===== config.mk =====
export PLATFORM = sky130hd
export DESIGN_NAME = fwlt_front
export DESIGN_NICKNAME = d
export VERILOG_FILES = /design/src/hw/rtl/fwlt_pkg.sv /design/src/hw/rtl/fwlt_front.sv
export SDC_FILE = /design/constraint.sdc
export NUM_CORES = 1
export LEC_CHECK = 0
export ABC_AREA = 1
export BUFFER_PORTS_ARGS = -buffer_cell sky130_fd_sc_hd__buf_2
export CAP_MARGIN = 10
export CORE_MARGIN = 5
export CORE_UTILIZATION = 45
export DETAILED_ROUTE_END_ITERATION = 10
export PLACE_DENSITY_LB_ADDON = 0.05
export SYNTH_ARGS = -nofsm -noshare
export SYNTH_HDL_FRONTEND = slang
export SYNTH_SLANG_ARGS = --single-unit

===== constraint.sdc =====
create_clock -name clk -period 5.93 [get_ports clk]
set_clock_uncertainty 0.05 [all_clocks]
set_input_delay 0.2965 -clock clk [delete_from_list [all_inputs] [get_ports clk]]
set_output_delay 0.2965 -clock clk [all_outputs]
set_load 0.02 [all_outputs]

===== src/hw/rtl/fwlt_pkg.sv =====
// ----------------------------------------------------------------------------
// fwlt_pkg
// Shared types, codes and constants of the flow window loss tracker.
// ----------------------------------------------------------------------------
package fwlt_pkg;

  localparam int TABLE_ENTRIES = 256;
  localparam int IDX_W         = 8;
  localparam int CNT_W         = 20;
  localparam int MISS_W        = 21;
  localparam int WIN_W         = 8;
  localparam int RX_SEQ_W      = 32;
  localparam int SEQ_BITS_DEF  = 20;
  localparam int CFG_IDX_W     = 2;
  localparam int CFG_DATA_W    = 20;

  localparam logic [CNT_W-1:0]  CNT_MAX              = 20'hFFFFF;
  localparam logic [MISS_W-1:0] MISSING_MAX          = 21'd2000000;
  localparam logic [CNT_W-1:0]  TIMEOUT_RESET        = 20'd65535;
  localparam logic [CNT_W-1:0]  TIMEOUT_DOUBLE_BELOW = 20'd500000;
  localparam logic [CNT_W-1:0]  TIMEOUT_CEIL         = 20'd999999;
  localparam logic [CNT_W-1:0]  TIMEOUT_FLOOR        = 20'd15;
  localparam logic [IDX_W-1:0]  IDX_LAST             = 8'hFF;

  localparam logic [CFG_IDX_W-1:0] CFG_PACKET_COUNT = 2'd0;
  localparam logic [CFG_IDX_W-1:0] CFG_WINDOW_LIMIT = 2'd1;
  localparam logic [CFG_IDX_W-1:0] CFG_HEADER_FITS  = 2'd2;

  typedef enum logic [1:0] {
    OP_SEND    = 2'd0,
    OP_RECV    = 2'd1,
    OP_TIMEOUT = 2'd2,
    OP_FINISH  = 2'd3
  } op_t;

  typedef enum logic [2:0] {
    KIND_SENT    = 3'd0,
    KIND_ACCEPT  = 3'd1,
    KIND_DISCARD = 3'd2,
    KIND_TIMEOUT = 3'd3,
    KIND_FINISH  = 3'd4
  } kind_t;

  typedef enum logic [3:0] {
    ST_IDLE,
    ST_S_CHK,
    ST_S_WR,
    ST_S_OUT0,
    ST_S_OUT1,
    ST_S_OUTL,
    ST_R_CHK,
    ST_T_SCAN,
    ST_T_RD,
    ST_F_SCAN,
    ST_F_END,
    ST_EMIT
  } state_t;

  typedef struct packed {
    op_t                 op;
    logic [RX_SEQ_W-1:0] rx_seqno;
    logic [IDX_W-1:0]    rx_tag;
    logic                rx_full;
  } cmd_t;

  typedef struct packed {
    kind_t              kind;
    logic [CNT_W-1:0]   seqno;
    logic               missed_flag;
    logic [CNT_W-1:0]   missed_seqno;
    logic [CNT_W-1:0]   timeout_us;
    logic [WIN_W-1:0]   window_now;
    logic [CNT_W-1:0]   sent_total;
    logic [CNT_W-1:0]   received_total;
    logic [MISS_W-1:0]  missing_total;
    logic               finished;
    logic               last;
  } result_t;

endpackage


===== src/hw/rtl/fwlt_front.sv =====
// ----------------------------------------------------------------------------
// fwlt_front
// Input side: takes event transfers, decodes the operation and queues them.
// ----------------------------------------------------------------------------
module fwlt_front (
  input  logic                          clk,
  input  logic                          rst,
  input  logic                          in_valid,
  output logic                          in_ready,
  input  logic [1:0]                    in_op,
  input  logic [fwlt_pkg::RX_SEQ_W-1:0] in_seqno,
  input  logic [fwlt_pkg::IDX_W-1:0]    in_tag,
  input  logic                          in_full,
  output logic                          cmd_valid,
  output fwlt_pkg::cmd_t                cmd,
  input  logic                          cmd_pop
);
  import fwlt_pkg::*;

  cmd_t       ent [2];
  logic       wptr;
  logic       rptr;
  logic [1:0] count;
  logic       push;
  logic       pop;
  cmd_t       in_cmd;

  always_comb begin
    in_cmd.op       = op_t'(in_op);
    in_cmd.rx_seqno = in_seqno;
    in_cmd.rx_tag   = in_tag;
    in_cmd.rx_full  = in_full;
  end

  assign in_ready  = (count != 2'd2);
  assign cmd_valid = (count != 2'd0);
  assign cmd       = ent[rptr];
  assign push      = in_valid && in_ready;
  assign pop       = cmd_pop && cmd_valid;

  always_ff @(posedge clk) begin
    if (push) begin
      ent[wptr] <= in_cmd;
    end
  end

  always_ff @(posedge clk) begin
    if (rst) begin
      wptr  <= 1'b0;
      rptr  <= 1'b0;
      count <= 2'd0;
    end else begin
      if (push) begin
        wptr <= ~wptr;
      end
      if (pop) begin
        rptr <= ~rptr;
      end
      count <= count + {1'b0, push} - {1'b0, pop};
    end
  end

endmodule


Word-level counts from Yosys, hierarchy flattened

Memory sizes are Yosys's and may differ from the RTL's. A register that Yosys moved wholly into a read port is not among the register bits.
Index checks and enable logic that the tools add are counted.

Input bits: 47
Bits in writable memories: 86
Output and inout bits: 45
Word-level logic and storage cells: 16
Memories kept: 1
Bits in registers: 4

Memory list:

| memory | words | bits a word | read ports | clocked after Yosys merged registers in | wr ports | line             | source |
|---|---|---|---|---|---|---|---|
| ent    | 2     | 43          | 1          | 1                                       | 1        | fwlt_front.sv:20 | `cmd_t ent [2];` |

Bitwise operators: 2
Eq/ne operators: 1
Mux-type cells: 4
Add/subtract/negate cells: 2
Reduce and logical (&&, ||, !) cells: 3

Operator list:

| kind                 | number |
|---|---|
| $mux W1              | 4 |
| $add A2 B1 Y2        | 1 |
| $logic_and A1 B1 Y1  | 2 |
| $ne A2 B2 Y1 const B | 1 |
| $not A1 Y1           | 2 |
| $reduce_bool A2 Y1   | 1 |
| $sub A2 B1 Y2        | 1 |

Depth between registers and ports, before layout

Word-level depth: 4
Mapped depth: 11

Worst setup path after synthesis

OpenSTA, ideal clock, no wires.

Path type: flip-flop to flip-flop
From: register count[0]
To: memory ent[0][0] (netlist name) (enable)
Arrival: 2517 ps
Path slack: 2919 ps
Cell stages (with the launch flop): 5
Required time: 5437 ps
Buffers on the path: 0
Setup time: 443 ps
Path through: dfxtp_1 -> inv_1 -> nand2_1 -> nand2_1 -> nor2_1

Word-level cells in the longest chain between the ends: 4

RTL lines:

| item                          | line             | source |
|---|---|---|
| from (decl)                   | fwlt_front.sv:23 | `logic [1:0] count;` |
| from (signal assigned)        | fwlt_front.sv:59 | `count <= count + {1'b0, push} - {1'b0, pop};` |
| $ne A2 B2 Y1                  | fwlt_front.sv:35 | `assign in_ready = (count != 2'd2);` |
| net in_ready                  | fwlt_front.sv:9  | `output logic in_ready,` |
| $logic_and A1 B1 Y1           | fwlt_front.sv:38 | `assign push = in_valid && in_ready;` |
| $mux W1                       | fwlt_front.sv:42 | `if (push) begin` |
| $mux W1 (implied by the code) | fwlt_front.sv:43 | `ent[wptr] <= in_cmd;` |
| to (decl)                     | fwlt_front.sv:20 |  |

The timed path passes the listed nets, and every way through them passes these cells.

==> out/results.tsv <==
stage	metric	value	unit
setup_path	rr_worst_depth	5	
power_and_ir_drop	vdd_drop_max	0.0001809	V
drt	wirelength	5814	µm
clocking	post_cts_resized	0	
sta	maxSlewViolCount	0	
clocking	cts_hold_buffers	0	
layout	utilization	55.18	%
grt	grt_pass1_wl	9059	µm
setup_path	crit_path_end_kind	primary output	
placement	dp_hpwl	3900	µm
drt	vias	1724	
setup_path	critical_path_arrival	2.12	ns
setup_path	slowest_stage	dfxtp_2	
grt	grt_pass1_vias	1887	
run_status	outcome	finished, final reports clean	
sta	worstMarginPinSlew	0.9700	ns
placement	gp_congestion	0.7523	
min_path	hold_path_class	input pin to register	
grt	overflow	0	
clocking	post_cts_buffers	0	
layout	final_nets	319	
setup_path	worstSetupPathType	register to primary output	
layout	multiInputGateArea	755.7	µm²
die	fp.dieH	98.85	µm
setup_path	crit_path_start_kind	register	
setup_path	crit_path_max_fanout	29	
setup_path	max_stage_delay	0.65	ns
sta	fin_crit	2.466	ns
sta	maxSlewHeadroom	35.24	%
die	start_util	45.97	%
drt	drt-wirelength-per-cell	15.50	µm
placement	io_buffers	91	
clocking	htree_levels	3	
logic_synthesis	synth_area_leaders	edfxtp_1 73%, mux2_4 17%, dfxtp_1 2.8%	
clocking	clock_latency	0.33	ns
die	die_w	98.85	µm
die	row_count	32	
logic_synthesis	syn-num-nets	220	
sta	hold_viol	0	
logic_synthesis	yosysTopAreaCellShare	72.70	%
logic_synthesis	synth-seq-cells	91	
logic_synthesis	ys_types	12	
logic_synthesis	ys.warnings.count	0	
logic_synthesis	syn_area	3552	µm²
layout	fillers	621	
setup_path	worstPathCellList	buf_4, mux2_2, buf_2	
sta	setup_viol	0	
power_and_ir_drop	power.leakage	1.711	nW
clocking	cts.sinks	91	
drt	drtPass1Iterations	4	
logic_synthesis	synth_top_area_cell	edfxtp_1	
drt	via_per_inst	4.597	
sta	tns	0	ns
grt	grt_usage	12.30	%
layout	syn_to_final_growth	20.04	%
logic_synthesis	synth_cells	171	
sta	fmax	0.4055	GHz
clocking	cts_buffers	9	
sta	period_share	41.59	%
clocking	clk_path_buf_depth	2	
clocking	cts_tree	done	
job	maxCapViolCount	0	
drt	drc	0	
drt	drt-initial-drc-count	44	
die	fp.coreArea	7727	µm²
drt	ant_nets	0	
layout	drive_gt1_share	55.31	%
power_and_ir_drop	powerDensity	423.4	nW/µm²
clocking	cts.clk_slew.worst_paths	0.07	ns
grt	grt_start_max_net_pins	44	
layout	ff_latch_area	2684	µm²
logic_synthesis	avgSynthCellArea	20.77	µm²
power_and_ir_drop	finalPower	1.805	mW
sta	rsz0062_at_grt	no	
logic_synthesis	synth_seq_area_share	75.52	%
grt	antenna_found_initial	0	
clocking	cts-root-buf	clkbuf_8	
layout	num_antenna_cells	0	
setup_path	crit_required	5.58	ns
min_path	hold_path_depth	2	
die	die-area	9770	µm²
die	ios	92	
where the power goes:
group / switching [mW] / internal [mW] / leakage, nW / total (mW)
sequential: 0.0427 / 0.814 / 0.845 / 0.857
combinational: 0.296 / 0.233 / 0.767 / 0.528
clock: 0.187 / 0.233 / 0.0992 / 0.420
total: 0.526 / 1.28 / 1.71 / 1.81
Yosys cell counts, drive strengths merged:
library cell and instances:
a21oi 2, buf 5, dfxtp 5, edfxtp 86
ha 2, inv 8, mux2 43, nand2 8
nand3 3, nor2 9
cell families after synthesis:
| logic type | after synthesis | synth area share, % |
|---|---|---|
| buf+inv | 13 | 3.417 |
| simple gates | 20 | 2.219 |
| fa+ha+maj | 2 | 0.7044 |
| mux | 43 | 17.86 |
| flops | 91 | 75.52 |
| compound gates | 2 | 0.2818 |
cell usage in the layout (no fill, tap or decap), drive strengths merged:
master and count:
buf 93, edfxtp 86, mux2 43, clkbuf 11, nor2 9, nand2 8
inv 8, dfxtp 5, nand3 3, a21oi 2, ha 2, bufinv 2
clkinv 1
stage by stage:
| step | instances | area, µm² | worst slack (ns) | hold slack, ns |
|---|---|---|---|---|
| 6_report | 375 | 4264 | 3.464 | 0.07535 |
| 5_1_grt | 375 | 4264 | 3.356 | 0.04974 |
| 4_1_cts | 375 | 4264 | 3.413 | 0.05184 |
| 3_5_place_dp | 361 | 4068 | 3.790 | 0.4205 |
| 3_3_place_gp | 361 | 4068 | 3.800 | 0.4169 |
| 2_1_floorplan | 171 | 3552 | 2.919 | 0.3177 |
worst max-delay path: cells and delay by family, from the launching register on:
family	cells	cell delay, ns
flops	1	0.65
buf+inv	2	0.71
mux	1	0.39
final timing paths:
path | start | endpoint | slack (ns)
worst max-delay path | register | cmd[0] | 3.46
worst min register to register | rptr | register | 0.48
worst min-delay path | rst | count[0] | 0.08
worst max register to register | count[0] | ent[0][42] | 3.99
sequential cells by signal, summed over array words and instances, names as in the netlist, named ones only:
signal  count
count       2
ent        86
rptr        1
wptr        1
per-layer routing:
metal / GRT usage, % / share of wire (%) / wire [µm]
met3: 5.025 / 8.9 / 518
met5: 0 / 0 / 0
met2: 20.66 / 50 / 2934
met1: 13.48 / 40 / 2306
met4: 5.987 / 0.91 / 53
final cells by class:
class	count	area share, %
multi-input combinational	67	17.72
sequential	91	62.94
tap	102	2.993
timing repair buffer	93	11.03
clock inverter	3	1.526
inverter	8	0.7042
clock buffer	11	3.081
(Power assumes the default switching activity.)
